[src/sv/assert_macros.svh]
// Assertion helpers shared by the RTL.
`ifndef ASSERT_MACROS_SVH
`define ASSERT_MACROS_SVH

// Same-cycle implication, checked outside reset.
`define ASSERT_IMPL(label, clk, rst_n, ante, cons) \
    label: assert property (@(posedge clk) disable iff (!rst_n) (ante) |-> (cons)) \
        else $error("assertion failed: same-cycle implication");

// Next-cycle implication, checked outside reset.
`define ASSERT_NEXT(label, clk, rst_n, ante, cons) \
    label: assert property (@(posedge clk) disable iff (!rst_n) (ante) |=> (cons)) \
        else $error("assertion failed: next-cycle implication");

`endif

[src/sv/mie_pkg.sv]
`timescale 1ns / 1ps
`default_nettype none

package mie_pkg;

    localparam int unsigned WORD_W  = 32;
    localparam int unsigned IMM_W   = 16;
    localparam int unsigned SHAMT_W = 5;
    localparam int unsigned CMD_W   = 6;
    localparam int unsigned STAT_W  = 2;

    // Operation codes
    typedef enum logic [CMD_W-1:0] {
        CMD_ADD   = 6'd0,  CMD_ADDU  = 6'd1,  CMD_ADDI  = 6'd2,  CMD_ADDIU = 6'd3,
        CMD_SUB   = 6'd4,  CMD_SUBU  = 6'd5,  CMD_AND   = 6'd6,  CMD_ANDI  = 6'd7,
        CMD_OR    = 6'd8,  CMD_ORI   = 6'd9,  CMD_XOR   = 6'd10, CMD_XORI  = 6'd11,
        CMD_NOR   = 6'd12, CMD_LUI   = 6'd13, CMD_SLT   = 6'd14, CMD_SLTU  = 6'd15,
        CMD_SLTI  = 6'd16, CMD_SLTIU = 6'd17, CMD_SLL   = 6'd18, CMD_SRL   = 6'd19,
        CMD_SRA   = 6'd20, CMD_SLLV  = 6'd21, CMD_SRLV  = 6'd22, CMD_SRAV  = 6'd23,
        CMD_MFHI  = 6'd24, CMD_MFLO  = 6'd25, CMD_MTHI  = 6'd26, CMD_MTLO  = 6'd27,
        CMD_BEQ   = 6'd28, CMD_BNE   = 6'd29, CMD_BLEZ  = 6'd30, CMD_BGTZ  = 6'd31,
        CMD_BLTZ  = 6'd32, CMD_BGEZ  = 6'd33, CMD_TGE   = 6'd34, CMD_TGEU  = 6'd35,
        CMD_TLT   = 6'd36, CMD_TLTU  = 6'd37, CMD_TEQ   = 6'd38, CMD_TNE   = 6'd39,
        CMD_TGEI  = 6'd40, CMD_TGEIU = 6'd41, CMD_TLTI  = 6'd42, CMD_TLTIU = 6'd43,
        CMD_TEQI  = 6'd44, CMD_TNEI  = 6'd45
    } cmd_t;

    // Status codes
    localparam logic [STAT_W-1:0] STATUS_OK       = 2'd0;
    localparam logic [STAT_W-1:0] STATUS_OVERFLOW = 2'd1;
    localparam logic [STAT_W-1:0] STATUS_TRAP     = 2'd2;

    // LUI places the immediate in the upper half
    localparam int unsigned IMM_SHIFT = 16;

    // One accepted input beat
    typedef struct packed {
        logic [CMD_W-1:0]   command;
        logic [WORD_W-1:0]  rs_value;
        logic [WORD_W-1:0]  rt_value;
        logic [IMM_W-1:0]   imm16;
        logic [SHAMT_W-1:0] shift_amount;
    } item_t;

    // Execute outcome, including HI/LO write enables
    typedef struct packed {
        logic [WORD_W-1:0] result;
        logic              writes_register;
        logic              branch_taken;
        logic [STAT_W-1:0] status;
        logic              hi_we;
        logic              lo_we;
    } alu_out_t;

endpackage

`default_nettype wire

[src/sv/mie_alu.sv]
`timescale 1ns / 1ps
`default_nettype none

// Combinational execute logic for one operation.
module mie_alu (
    input  var mie_pkg::item_t              item,
    input  wire logic [mie_pkg::WORD_W-1:0] hi_value,
    input  wire logic [mie_pkg::WORD_W-1:0] lo_value,
    output mie_pkg::alu_out_t               alu_out
);

    logic [mie_pkg::WORD_W-1:0]  rs;
    logic [mie_pkg::WORD_W-1:0]  rt;
    logic [mie_pkg::WORD_W-1:0]  zimm;
    logic [mie_pkg::WORD_W-1:0]  simm;
    logic [mie_pkg::WORD_W-1:0]  op_b;
    logic [mie_pkg::WORD_W-1:0]  add_res;
    logic [mie_pkg::WORD_W-1:0]  sub_res;
    logic [mie_pkg::SHAMT_W-1:0] sh;
    logic                        use_imm;
    logic                        add_ovf;
    logic                        sub_ovf;
    logic                        lt_s;
    logic                        lt_u;
    logic                        eq;
    logic                        rs_neg;
    logic                        rs_zero;
    mie_pkg::cmd_t               cmd;

    assign cmd  = mie_pkg::cmd_t'(item.command);
    assign rs   = item.rs_value;
    assign rt   = item.rt_value;
    assign zimm = {{(mie_pkg::WORD_W-mie_pkg::IMM_W){1'b0}}, item.imm16};
    assign simm = {{(mie_pkg::WORD_W-mie_pkg::IMM_W){item.imm16[mie_pkg::IMM_W-1]}},
                   item.imm16};

    // Second operand: sign-extended immediate or rt
    always_comb
    begin
        use_imm = cmd inside {mie_pkg::CMD_ADDI, mie_pkg::CMD_ADDIU, mie_pkg::CMD_SLTI,
                              mie_pkg::CMD_SLTIU, mie_pkg::CMD_TGEI, mie_pkg::CMD_TGEIU,
                              mie_pkg::CMD_TLTI, mie_pkg::CMD_TLTIU, mie_pkg::CMD_TEQI,
                              mie_pkg::CMD_TNEI};
    end
    assign op_b = use_imm ? simm : rt;

    // Adder, subtractor and compares
    assign add_res = rs + op_b;
    assign sub_res = rs - rt;
    assign add_ovf = (rs[31] ~^ op_b[31]) & (rs[31] ^ add_res[31]);
    assign sub_ovf = (rs[31] ^ rt[31]) & (rs[31] ^ sub_res[31]);
    assign lt_s    = $signed(rs) < $signed(op_b);
    assign lt_u    = rs < op_b;
    assign eq      = rs == op_b;
    assign rs_neg  = rs[mie_pkg::WORD_W-1];
    assign rs_zero = rs == '0;

    // Shift count: shamt field or low bits of rs
    always_comb
    begin
        if (cmd inside {mie_pkg::CMD_SLLV, mie_pkg::CMD_SRLV, mie_pkg::CMD_SRAV})
            sh = rs[mie_pkg::SHAMT_W-1:0];
        else
            sh = item.shift_amount;
    end

    // Operation decode
    always_comb
    begin
        alu_out                 = '0;
        alu_out.writes_register = 1'b1;
        case (cmd)
            mie_pkg::CMD_ADD, mie_pkg::CMD_ADDI:
            begin
                alu_out.result = add_res;
                if (add_ovf)
                    alu_out.status = mie_pkg::STATUS_OVERFLOW;
            end
            mie_pkg::CMD_ADDU, mie_pkg::CMD_ADDIU: alu_out.result = add_res;
            mie_pkg::CMD_SUB:
            begin
                alu_out.result = sub_res;
                if (sub_ovf)
                    alu_out.status = mie_pkg::STATUS_OVERFLOW;
            end
            mie_pkg::CMD_SUBU:  alu_out.result = sub_res;
            mie_pkg::CMD_AND:   alu_out.result = rs & rt;
            mie_pkg::CMD_ANDI:  alu_out.result = rs & zimm;
            mie_pkg::CMD_OR:    alu_out.result = rs | rt;
            mie_pkg::CMD_ORI:   alu_out.result = rs | zimm;
            mie_pkg::CMD_XOR:   alu_out.result = rs ^ rt;
            mie_pkg::CMD_XORI:  alu_out.result = rs ^ zimm;
            mie_pkg::CMD_NOR:   alu_out.result = ~(rs | rt);
            mie_pkg::CMD_LUI:   alu_out.result = zimm << mie_pkg::IMM_SHIFT;
            mie_pkg::CMD_SLT, mie_pkg::CMD_SLTI:
                alu_out.result = {{(mie_pkg::WORD_W-1){1'b0}}, lt_s};
            mie_pkg::CMD_SLTU, mie_pkg::CMD_SLTIU:
                alu_out.result = {{(mie_pkg::WORD_W-1){1'b0}}, lt_u};
            mie_pkg::CMD_SLL, mie_pkg::CMD_SLLV: alu_out.result = rt << sh;
            mie_pkg::CMD_SRL, mie_pkg::CMD_SRLV: alu_out.result = rt >> sh;
            mie_pkg::CMD_SRA, mie_pkg::CMD_SRAV:
                alu_out.result = $unsigned($signed(rt) >>> sh);
            mie_pkg::CMD_MFHI:  alu_out.result = hi_value;
            mie_pkg::CMD_MFLO:  alu_out.result = lo_value;
            mie_pkg::CMD_MTHI:
            begin
                alu_out.writes_register = 1'b0;
                alu_out.hi_we           = 1'b1;
            end
            mie_pkg::CMD_MTLO:
            begin
                alu_out.writes_register = 1'b0;
                alu_out.lo_we           = 1'b1;
            end
            mie_pkg::CMD_BEQ:
            begin
                alu_out.writes_register = 1'b0;
                alu_out.branch_taken    = eq;
            end
            mie_pkg::CMD_BNE:
            begin
                alu_out.writes_register = 1'b0;
                alu_out.branch_taken    = !eq;
            end
            mie_pkg::CMD_BLEZ:
            begin
                alu_out.writes_register = 1'b0;
                alu_out.branch_taken    = rs_neg | rs_zero;
            end
            mie_pkg::CMD_BGTZ:
            begin
                alu_out.writes_register = 1'b0;
                alu_out.branch_taken    = !(rs_neg | rs_zero);
            end
            mie_pkg::CMD_BLTZ:
            begin
                alu_out.writes_register = 1'b0;
                alu_out.branch_taken    = rs_neg;
            end
            mie_pkg::CMD_BGEZ:
            begin
                alu_out.writes_register = 1'b0;
                alu_out.branch_taken    = !rs_neg;
            end
            mie_pkg::CMD_TGE, mie_pkg::CMD_TGEI:
            begin
                alu_out.writes_register = 1'b0;
                if (!lt_s)
                    alu_out.status = mie_pkg::STATUS_TRAP;
            end
            mie_pkg::CMD_TGEU, mie_pkg::CMD_TGEIU:
            begin
                alu_out.writes_register = 1'b0;
                if (!lt_u)
                    alu_out.status = mie_pkg::STATUS_TRAP;
            end
            mie_pkg::CMD_TLT, mie_pkg::CMD_TLTI:
            begin
                alu_out.writes_register = 1'b0;
                if (lt_s)
                    alu_out.status = mie_pkg::STATUS_TRAP;
            end
            mie_pkg::CMD_TLTU, mie_pkg::CMD_TLTIU:
            begin
                alu_out.writes_register = 1'b0;
                if (lt_u)
                    alu_out.status = mie_pkg::STATUS_TRAP;
            end
            mie_pkg::CMD_TEQ, mie_pkg::CMD_TEQI:
            begin
                alu_out.writes_register = 1'b0;
                if (eq)
                    alu_out.status = mie_pkg::STATUS_TRAP;
            end
            mie_pkg::CMD_TNE, mie_pkg::CMD_TNEI:
            begin
                alu_out.writes_register = 1'b0;
                if (!eq)
                    alu_out.status = mie_pkg::STATUS_TRAP;
            end
            default:
            begin
                alu_out.writes_register = 1'b0;
            end
        endcase

        // Exceptions, traps and non-writing ops return a zero result
        if (alu_out.status != mie_pkg::STATUS_OK || !alu_out.writes_register)
        begin
            alu_out.result          = '0;
            alu_out.writes_register = 1'b0;
        end
    end

endmodule

`default_nettype wire

[src/sv/mips_integer_execute_unit.sv]
`timescale 1ns / 1ps
`default_nettype none

// Channel | Handshake             | Beat payload
// --------+-----------------------+---------------------------------------------------
// in      | in_valid / in_ready   | command, rs_value, rt_value, imm16, shift_amount
// out     | out_valid / out_ready | result, writes_register, branch_taken, status
//
// Two register stages: an input register, then the execute logic, then the result
// register. One beat per cycle while the output is not stalled.
// HI/LO are written when an item moves from the input to the result register, so a
// following MFHI/MFLO sees the new value. Reset clears valid bits and HI/LO to zero.
// A stalled output holds both stages; the input register still fills if it is empty.

`include "assert_macros.svh"

module mips_integer_execute_unit (
    input  wire logic        clk,
    input  wire logic        rst_n,
    input  wire logic        in_valid,
    output logic             in_ready,
    input  wire logic [5:0]  command,
    input  wire logic [31:0] rs_value,
    input  wire logic [31:0] rt_value,
    input  wire logic [15:0] imm16,
    input  wire logic [4:0]  shift_amount,
    output logic             out_valid,
    input  wire logic        out_ready,
    output logic [31:0]      result,
    output logic             writes_register,
    output logic             branch_taken,
    output logic [1:0]       status
);

    mie_pkg::item_t             item_reg;
    logic                       item_valid_reg;
    mie_pkg::alu_out_t          alu_out;
    mie_pkg::alu_out_t          res_reg;
    logic                       res_valid_reg;
    logic [mie_pkg::WORD_W-1:0] hi_reg;
    logic [mie_pkg::WORD_W-1:0] lo_reg;
    logic                       advance;
    logic                       accept;

    // Pipeline flow
    assign advance  = !res_valid_reg || out_ready;
    assign in_ready = !item_valid_reg || advance;
    assign accept   = in_valid && in_ready;

    // Input register valid
    always_ff @(posedge clk or negedge rst_n)
    begin
        if (!rst_n)
            item_valid_reg <= 1'b0;
        else if (in_ready)
            item_valid_reg <= in_valid;
    end

    // Input register payload
    always_ff @(posedge clk)
    begin
        if (accept)
        begin
            item_reg.command      <= command;
            item_reg.rs_value     <= rs_value;
            item_reg.rt_value     <= rt_value;
            item_reg.imm16        <= imm16;
            item_reg.shift_amount <= shift_amount;
        end
    end

    mie_alu u_alu (
        .item     (item_reg),
        .hi_value (hi_reg),
        .lo_value (lo_reg),
        .alu_out  (alu_out)
    );

    // Result valid and HI/LO
    always_ff @(posedge clk or negedge rst_n)
    begin
        if (!rst_n)
        begin
            res_valid_reg <= 1'b0;
            hi_reg        <= '0;
            lo_reg        <= '0;
        end
        else if (advance)
        begin
            res_valid_reg <= item_valid_reg;
            if (item_valid_reg && alu_out.hi_we)
                hi_reg <= item_reg.rs_value;
            if (item_valid_reg && alu_out.lo_we)
                lo_reg <= item_reg.rs_value;
        end
    end

    // Result payload
    always_ff @(posedge clk)
    begin
        if (advance && item_valid_reg)
            res_reg <= alu_out;
    end

    assign out_valid       = res_valid_reg;
    assign result          = res_reg.result;
    assign writes_register = res_reg.writes_register;
    assign branch_taken    = res_reg.branch_taken;
    assign status          = res_reg.status;

    // A faulting or trapping result never writes back and carries zero
    `ASSERT_IMPL(a_fault_no_write, clk, rst_n,
        out_valid && status != mie_pkg::STATUS_OK, !writes_register && result == '0)
    // A taken branch never writes back or faults
    `ASSERT_IMPL(a_branch_clean, clk, rst_n,
        out_valid && branch_taken, !writes_register && status == mie_pkg::STATUS_OK)
    // A full input stage behind a stalled output keeps its item
    `ASSERT_NEXT(a_stage_holds, clk, rst_n,
        item_valid_reg && res_valid_reg && !out_ready, item_valid_reg)

endmodule

`default_nettype wire

[config.mk]
export PLATFORM = sky130hd
export DESIGN_NAME = mips_integer_execute_unit
export DESIGN_NICKNAME = d
export VERILOG_FILES = /design/src/sv/mie_pkg.sv /design/src/sv/mie_alu.sv /design/src/sv/mips_integer_execute_unit.sv
export VERILOG_INCLUDE_DIRS = /design/src /design/src/sv
export SDC_FILE = /design/constraint.sdc
export NUM_CORES = 1
export LEC_CHECK = 0
export ABC_AREA = 0
export CAP_MARGIN = 5
export CORE_MARGIN = 3
export CORE_UTILIZATION = 45
export DETAILED_ROUTE_END_ITERATION = 10
export DONT_BUFFER_PORTS = 1
export SYNTH_ARGS = -nofsm -noshare
export SYNTH_HDL_FRONTEND = slang
export SYNTH_SLANG_ARGS = --single-unit
[constraint.sdc]
create_clock -name clk -period 7.6 [get_ports clk]
set_clock_uncertainty 0.1 [all_clocks]
set_input_delay 0.76 -clock clk [delete_from_list [all_inputs] [get_ports clk]]
set_output_delay 0.76 -clock clk [all_outputs]
set_load 0.05 [all_outputs]
* Word-level counts from Yosys, hierarchy flattened *
Index checks and enable logic that the tools add are counted.

storage, ports and cells
  logic and storage cells = 131
  bits in registers = 193
  output and inout port bits = 38

operators by class
  order comparisons = 2
  shifts and indexed selects = 3
  reduce and logical (&&, ||, !) cells = 35
  equality and inequality tests = 46
  muxes and demuxes = 16
  bitwise logic cells = 14
  add/sub/neg operators = 2

operators by type and width
  kind                                                 number
  one-hot mux 32 bit (17 select lines)                 1
  equality test 6 x 5 -> 1 bit, second input constant  16
  equality test 6 bit, second input constant           14
  < comparator 32 bit                                  2
  equality test 6 x 4 -> 1 bit, second input constant  8
  adder 32 bit                                         1
  AND 32 x 16 -> 32 bit                                1
  AND 32 bit                                           1
  equality test 32 bit                                 1
  logical NOT 32 bit                                   1
  2-to-1 mux 32 bit                                    1
  NOT 32 bit                                           1
  OR 32 x 16 -> 32 bit                                 1
  OR 32 bit                                            1
  left shift 32 x 5 -> 32 bit                          1
  right shift 32 x 5 -> 32 bit                         1
  >>> shifter 32 x 5 -> 32 bit                         1
  subtractor 32 bit                                    1
  XOR 32 x 16 -> 32 bit                                1
  XOR 32 bit                                           1
  OR reduction 2 bit                                   13
  OR reduction 26 bit                                  1
  equality test 6 x 3 -> 1 bit, second input constant  4
  one-hot mux 2 bit (8 select lines)                   1
  other kinds (19)                                     43

* Longest topological paths before layout *
Gate-level depths: netlist (run 1).

  depth in word-level cells = 10
  mapped depth = 24
  depth with buffers taken out = 20

* Cells and area by module *
Synthesis (run 1) repeated with hierarchy kept, for this count alone.

second synthesis, totals
  cells, all modules = 2100
  area total of the unflattened synthesis = 19323.5 µm²

modules (own cells, without submodules)
  module                     area each (µm²)  times used  cells an instance
  mie_alu                    12698.4          1           1827
  mips_integer_execute_unit  6625.1           1           273

* Worst setup path after synthesis (run 1) *
OpenSTA, ideal clock, no wires.

  path type = reg-to-reg
  start = register item_reg[87] in the netlist's numbering
  end = register res_reg, in the netlist result[29] (data pin)
  slack = 2.725 ns
  data arrival time = 4.512 ns
  cell stages (with the launch flop) = 23
  setup time = 0.263 ns
  cells stage by stage = edfxtp_1 > clkbuf_1 > clkbuf_1 > a21oi_1 > a31oi_1 > nor2_1 > a21oi_1 > clkbuf_1 > clkbuf_1 > nand2_1 > o21ai_0 > ha_1 > clkbuf_1 > a21oi_1 > o21ai_1 > or3b_2 > a21oi_1 > nor2_1 > a2111oi_0 > o31ai_1 > a21oi_1 > mux2i_1 > a21oi_1

on the way
  cells in the longest elaborated chain, start to end = 10
  elaborated cells on any way between the ends = 80
  classes of those cells = add/sub (1); order compare (2); eq/ne (38); shift (3); mux (12); bitwise (3); reduce/logical (21)

RTL lines
  what                                                  RTL line                          source
  start: declaration                                    mips_integer_execute_unit.sv:35   mie_pkg::item_t item_reg;
  equality test 6 x 2 -> 1 bit (tied with other cells)  mie_alu.sv:40, mie_alu.sv:72
  nonzero test 10 bit                                   mie_alu.sv:40                     use_imm = cmd inside {mie_pkg::CMD_ADDI, mie_pkg::CMD_ADDIU, mie_pkg::CMD_SLTI,
  2-to-1 mux 32 bit                                     mie_alu.sv:45                     assign op_b = use_imm ? simm : rt;
  adder 32 bit                                          mie_alu.sv:48                     assign add_res = rs + op_b;
  XOR 1 bit                                             mie_alu.sv:50                     assign add_ovf = (rs[31] ~^ op_b[31]) & (rs[31] ^ add_res[31]);
  AND 1 bit                                             mie_alu.sv:50
  2-to-1 mux 1 bit                                      mie_alu.sv:76                     if (add_ovf)
  one-hot mux 2 bit (8 select lines)                    mie_alu.sv:72                     case (cmd)
  nonzero test 2 bit                                    mie_alu.sv:188                    if (alu_out.status != mie_pkg::STATUS_OK || !alu_out.writes_register)
  logical OR 1 bit                                      mie_alu.sv:188
  end signal: assignment                                mips_integer_execute_unit.sv:102  res_reg <= alu_out;
  end: declaration                                      mips_integer_execute_unit.sv:38   mie_pkg::alu_out_t res_reg;

Several ways; a longest one is shown, not always the timed one.
A chain may end at the register's enable or synchronous reset.

* Worst setup path after layout (run 1) *
  start = register item_reg[86] in the netlist's numbering
  end = register res_reg, in the netlist result[28] (data pin)

The elaborated chain is that of the path after synthesis.

==> impl_metrics.py, run 1 <==
metrics = {
    "clock_network": {
        "cts_tree": "built",
        "clock_tree.root_cell": "clkbuf_16",
        "cts.sinks": 193,
        "cts_buffers": 17,
        "cts_max_level": 4,
        "cts_buffer_depth": 2,
        "worstSkewPairLatency_ns": 0.52,
        "path_clk_slew_ns": 0.09,
        "cts_resized": 0,
    },
    "power": {
        "p_comb_share_pct": 33.2,
        "pwr-share-seq_pct": 40.1,
        "p_sw_w": 0.00148,
        "peakVddDrop_v": 0.000202,
        "power_frac_clock_pct": 26.7,
        "p_leak_nw": 8.17,
        "netSwitchingFraction_pct": 41.8,
        "intPower_w": 0.00206,
        "power_w": 0.00354,
        "powerDensity_nw_per_um2": 179,
    },
    "floorplanning": {
        "ios": 133,
        "core_area_sq_um": 40300,
        "die_y_um": 209,
        "initial_core_util_pct": 46.2,
        "std_cell_rows": 73,
        "dieArea_sq_um": 43800,
        "die_x_um": 209,
    },
    "run_status": {
        "outcome": "finished clean",
    },
    "synth": {
        "ys_seq_area_share_pct": 29.4,
        "synthArstFlopShare_pct": 34.2,
        "yosysTopAreaCell": "edfxtp_1",
        "synth_area_leaders": "edfxtp_1, ha_1, dfrtp_1, o21ai_0, nand2_1",
        "ys.flop_type": "edfxtp_1",
        "synth_edf_count": 127,
        "yosysTopAreaCellShare_pct": 20.5,
        "synth_cell_types": 103,
        "synthCells": 2237,
        "synth.cell_area_sq_um": 18600,
        "syn_avg_cell_area_sq_um": 8.31,
        "yosysWarningCount": 0,
        "ys_seq_elements": 193,
        "synth_nets": 2531,
    },
    "timing": {
        "slew_violations": 0,
        "hold_ws_ns": 0.0247,
        "rsz0062_at_grt": "false",
        "post-route-period-util_pct": 83.1,
        "setup_viol": 0,
        "slew_headroom_pct": 17.0,
        "fmax_ghz": 0.158,
        "tightest_slew_ns": 1.23,
        "finalHoldViolCount": 0,
        "setup_tns_ns": 0,
        "min_period_ns": 6.32,
    },
    "global_route": {
        "antenna_found_initial": 1,
        "grt_pass1_vias": 17400,
        "gr-usage-all-layers_pct": 38.6,
        "grt_pass1_wl_um": 123000,
        "grt_start_max_net_pins": 67,
        "gr-total-overflow": 0,
    },
    "routing": {
        "firstDrtPassIters": 7,
        "via_per_inst": 6.85,
        "drtIter0Drc": 2739,
        "wl_per_cell_um": 32.0,
        "drc": 0,
        "postRouteAntennaNets": 0,
        "vias": 18600,
        "finalWirelength_um": 86700,
    },
    "setup_path": {
        "r2r-end": "result[28]$_SDFFCE_PP0P_",
        "cp_max_fo": 36,
        "cp.arrival_ns": 6.41,
        "cp-end-kind": "flip-flop",
        "r2r_slack_ns": 1.28,
        "cp-start-kind": "flip-flop",
        "rr_startpoint": "item_reg[86]$_DFFE_PP_",
        "worstSetupPathType": "flip-flop to flip-flop",
        "r2r_cells": 14,
        "required_ns": 7.69,
    },
    "cells_and_area": {
        "drive_above_1_share_pct": 7.50,
        "final_common_cell": "nand2_1",
        "area_growth_pct": 6.22,
        "largest_reg_flops": 91,
        "layout_common_cells": "nand2_1, o21ai_0, ha_1, a21oi_1, inv_1",
        "design_area_sq_um": 19800,
        "antenna_cells": 0,
        "nets": 2468,
        "final_util_pct": 49.0,
    },
    "placed_design": {
        "hpwl_um": 66200,
        "place_area_sq_um": 19100,
        "port_buffers": 0,
        "globalplace.congestion": 1.03,
    },
    "flow_run": {
        "drv_cap": 0,
    },
    "min_path": {
        "min_path_type": "input port to asynchronous set/reset pin",
    },
}
## area by class of cell
class,instances,area (sq um)
clock inverter,15,178
tap,525,657
sequential,193,5470
inverter,154,578
clock buffer,17,425
multi-input combinational,1755,12000
timing repair buffer,53,418
fill,3889,20500
## worst max-delay path by stage
| stage | depth (start not counted) | slack, ns | start | endpoint |
|---|---|---|---|---|
| 2_1_floorplan | 22 | 2.72 | item_reg[87]$_DFFE_PP_ | result[29]$_SDFFCE_PP0P_ |
| 3_3_place_gp | 14 | 1.57 | item_reg[86]$_DFFE_PP_ | result[7]$_SDFFCE_PP0P_ |
| 3_5_place_dp | 15 | 1.39 | item_reg[86]$_DFFE_PP_ | result[7]$_SDFFCE_PP0P_ |
| 4_1_cts | 14 | 1.34 | item_reg[86]$_DFFE_PP_ | result[7]$_SDFFCE_PP0P_ |
| 5_1_grt | 14 | 0.88 | item_reg[86]$_DFFE_PP_ | result[7]$_SDFFCE_PP0P_ |
| 6_report | 14 | 1.28 | item_reg[86]$_DFFE_PP_ | result[28]$_SDFFCE_PP0P_ |
## power groups by stage
| stage | registers (W) | clock network, W | logic, W |
|---|---|---|---|
| CTS | 0.00142 | 0.000967 | 0.00114 |
| detailed placement | 0.00144 | 0 | 0.00112 |
| finish | 0.00142 | 0.000945 | 0.00118 |
| global placement | 0.00144 | 0 | 0.00112 |
| global route | 0.00143 | 0.00100 | 0.00125 |
| floorplan | 0.00137 | 0 | 0.000782 |
## critical path, stage by stage, from the launching register on
cell,delay [ns]
edfxtp_1,0.62
buf_4,0.42
nor3_1,0.17
a21oi_4,0.89
o21ai_0,0.26
ha_1,0.51
nand2_1,0.11
o31ai_1,0.70
a211oi_1,0.25
nor4_1,0.35
o32ai_1,0.14
buf_4,0.17
o221a_2,0.26
a31oi_4,0.88
a41oi_1,0.14
## synth_stat cells (32+ instances only)
cell and instances:
nand2b_1 32, nor2_1 142, inv_1 154, a211oi_1 34
a22oi_1 41, ha_1 197, nand3_1 48, a221oi_1 44
nand2_1 280, clkbuf_1 81, edfxtp_1 127, dfrtp_1 66
nor3_1 50, mux2i_1 60, a21oi_1 166, o21ai_0 214
xnor2_1 35
## cells by family (layout without fill, tap and decap cells)
logic type	Yosys count	after routing	synth area share, %
simple gates	672	672	16.7
xor+xnor	53	53	2.50
fa+ha+maj	199	199	13.5
mux	77	77	4.88
compound gates	754	754	26.6
flops	193	193	29.4
buf+inv	289	239	6.47
## routing by layer
layer	track usage, %	wire [um]	vias to the layer above
met2	59.4	38100	1169
met3	8.12	8800	251
met5	0	14	-
li1	-	-	8123
met1	51.8	34900	9034
met4	18.8	4860	2
## what timing repair did
| action | CTS | global route |
|---|---|---|
| hold buffers | 1 | 0 |
| setup buffers | 0 | 0 |
| endpoints found under the setup margin | 0 | 0 |
| endpoints found under the hold margin | 66 | 0 |
## metrics by stage
stage	std cells	worst slack, ns
after floorplan	2237	2.72
after global placement	2679	1.57
after detailed placement	2679	1.39
after CTS	2712	1.34
after global routing	2712	0.885
final	2712	1.28
(Power assumes the default switching activity.)
==> run 2, diff against run 1 <==
==> constraint.sdc (replaced) <==
create_clock -name clk -period 5.1 [get_ports clk]
set_clock_uncertainty 0.1 [all_clocks]
set_input_delay 0.51 -clock clk [delete_from_list [all_inputs] [get_ports clk]]
set_output_delay 0.51 -clock clk [all_outputs]
set_load 0.05 [all_outputs]
==> run 2 against run 1 <==
Via count increased by 5.0%. Non-clock buffer count increased by 179. Core utilization increased by 4.2 points. Worst hold slack improved by 0.0059 ns. Combinational power increased by 70%. Clock power increased by 51%. Sequential cell count unchanged. Maximum frequency increased by 25%. Sequential power increased by 46%. Global-route usage increased by 2.5 points. Largest cell class unchanged. Highest routed layer is now met4.
==> impl_metrics.py, run 2 (synthesized netlist as in run 1, its figures left out) <==
metrics = {
    "clock_network": {
        "worstSkewPairLatency_ns": 0.52,
        "cts.sinks": 193,
        "cts_max_level": 4,
        "cts_tree": "built",
        "path_clk_slew_ns": 0.09,
        "clock_tree.root_cell": "clkbuf_16",
        "cts_buffer_depth": 2,
        "cts_buffers": 17,
    },
    "floorplanning": {
        "dieArea_sq_um": 43800,
        "die_x_um": 209,
        "std_cell_rows": 73,
        "initial_core_util_pct": 46.2,
        "ios": 133,
        "core_area_sq_um": 40300,
        "die_y_um": 209,
    },
    "cells_and_area": {
        "largest_reg_flops": 91,
        "nets": 2647,
        "area_growth_pct": 15.3,
        "design_area_sq_um": 21500,
        "final_common_cell": "nand2_1",
        "drive_above_1_share_pct": 10.7,
        "layout_common_cells": "nand2_1, o21ai_0, ha_1, a21oi_1, inv_1",
        "antenna_cells": 0,
    },
    "setup_path": {
        "cp_max_fo": 29,
        "r2r_cells": 10,
        "cp-start-kind": "flip-flop",
        "cp.arrival_ns": 5.18,
        "r2r-end": "result[24]$_SDFFCE_PP0P_",
        "rr_startpoint": "item_reg[87]$_DFFE_PP_",
        "r2r_slack_ns": 0.04,
        "cp-end-kind": "flip-flop",
        "required_ns": 5.21,
        "worstSetupPathType": "flip-flop to flip-flop",
    },
    "timing": {
        "post-route-period-util_pct": 99.3,
        "slew_headroom_pct": 17.9,
        "setup_tns_ns": 0,
        "setup_viol": 0,
        "min_period_ns": 5.06,
        "fmax_ghz": 0.198,
        "slew_violations": 0,
        "finalHoldViolCount": 0,
        "rsz0062_at_grt": "false",
        "tightest_slew_ns": 1.20,
    },
    "min_path": {
        "holdPathStages": 1,
        "min_path_type": "input port to flip-flop",
        "hp-start": "in_valid",
        "whs_endpoint": "item_valid_reg$_DFFE_PN0N_",
    },
    "power": {
        "p_leak_nw": 9.02,
        "peakVddDrop_v": 0.000321,
        "powerDensity_nw_per_um2": 257,
    },
    "routing": {
        "via_per_inst": 6.75,
        "postRouteAntennaNets": 0,
        "drtIter0Drc": 2561,
        "drc": 0,
        "vias": 19500,
        "firstDrtPassIters": 7,
        "finalWirelength_um": 91700,
        "wl_per_cell_um": 31.7,
    },
    "global_route": {
        "antenna_found_initial": 2,
        "gr-usage-all-layers_pct": 41.1,
        "grt_pass1_vias": 18500,
        "grt_start_max_net_pins": 67,
        "grt_pass1_wl_um": 132000,
        "gr-total-overflow": 0,
    },
    "placed_design": {
        "port_buffers": 0,
        "globalplace.congestion": 1.04,
        "hpwl_um": 70600,
        "place_area_sq_um": 19900,
    },
    "run_status": {
        "outcome": "finished clean",
    },
    "flow_run": {
        "drv_cap": 0,
    },
}
==> run 2: cell types whose count changed in the layout (fill, tap and decap cells not counted), moves of 2 or more <==
| cell | change |
|---|---|
| dlygate4sd3_1 | +92 |
| buf_4 | +79 |
| buf_12 | +8 |
| a21oi_1 | -2 |
| a21oi_2 | +2 |
| clkinv_8 | -2 |
| nor4_2 | -2 |
| nor4_4 | +2 |
==> run 2: report_power, final <==
group	total [W]	switching (W)	internal, W
Combinational	0.00201	0.00130	0.000701
Clock	0.00143	0.000731	0.000699
Sequential	0.00207	0.000237	0.00184
==> run 2: per-layer routing <==
metal	global-route usage [%]	vias to the layer above	wire length, um
met4	21.5	0	5880
met2	61.4	1277	39200
met5	0	-	0
li1	-	8477	-
met3	11.2	278	10600
met1	54.5	9472	36000
==> run 2: critical path: stages (launching register included) <==
cell and delay [ns]:
edfxtp_1 0.52, buf_4 0.23, nand4bb_1 0.46, nor3_1 0.61, a21o_2 0.41, buf_12 0.25, a21oi_1 0.14, mux2i_1 0.58
o22ai_1 0.23, a2111oi_0 1.06, a21oi_1 0.15
==> run 2: layout make-up <==
type,instances,area [sq um]
Timing Repair Buffer,232,2090
Inverter,154,578
Fill cell,3819,18800
Clock inverter,14,165
Sequential cell,193,5470
Multi-Input combinational cell,1755,12100
Tap cell,525,657
Clock buffer,18,429
==> run 2: what timing repair did <==
action                     in CTS  in global routing
hold endpoints to repair      157                  0
resized for setup               0                  5
setup endpoints to repair       0                  7
hold buffers                   93                  0
setup buffers                   0                  3
==> run 2: stage by stage <==
stage | power [W] | worst slack [ns] | instances | hold slack, ns | util [%]
after detailed placement | 0.00394 | 0.184 | 2763 | 0.116 | 49.3
after CTS | 0.00545 | 0.108 | 2888 | 0.00140 | 53.2
after global routing | 0.00571 | 0.00958 | 2891 | 0.0270 | 53.3
after global placement | 0.00394 | 0.374 | 2763 | 0.117 | 49.3
after floorplan | 0.00321 | 0.225 | 2237 | 0.114 | -
final | 0.00551 | 0.0370 | 2891 | 0.0305 | 53.3
==> run 2: worst max path at each step <==
stage                                start                  endpoint  slack [ns]  cells past startpoint
detailed placement  item_reg[87]$_DFFE_PP_  result[30]$_SDFFCE_PP0P_        0.18                     20
global placement    item_reg[87]$_DFFE_PP_  result[30]$_SDFFCE_PP0P_        0.37                     21
finish              item_reg[87]$_DFFE_PP_  result[24]$_SDFFCE_PP0P_        0.04                     10
CTS                 item_reg[87]$_DFFE_PP_  result[30]$_SDFFCE_PP0P_        0.11                     20
global route        item_reg[87]$_DFFE_PP_  result[25]$_SDFFCE_PP0P_        0.01                     20
floorplan           item_reg[87]$_DFFE_PP_  result[29]$_SDFFCE_PP0P_        0.22                     22
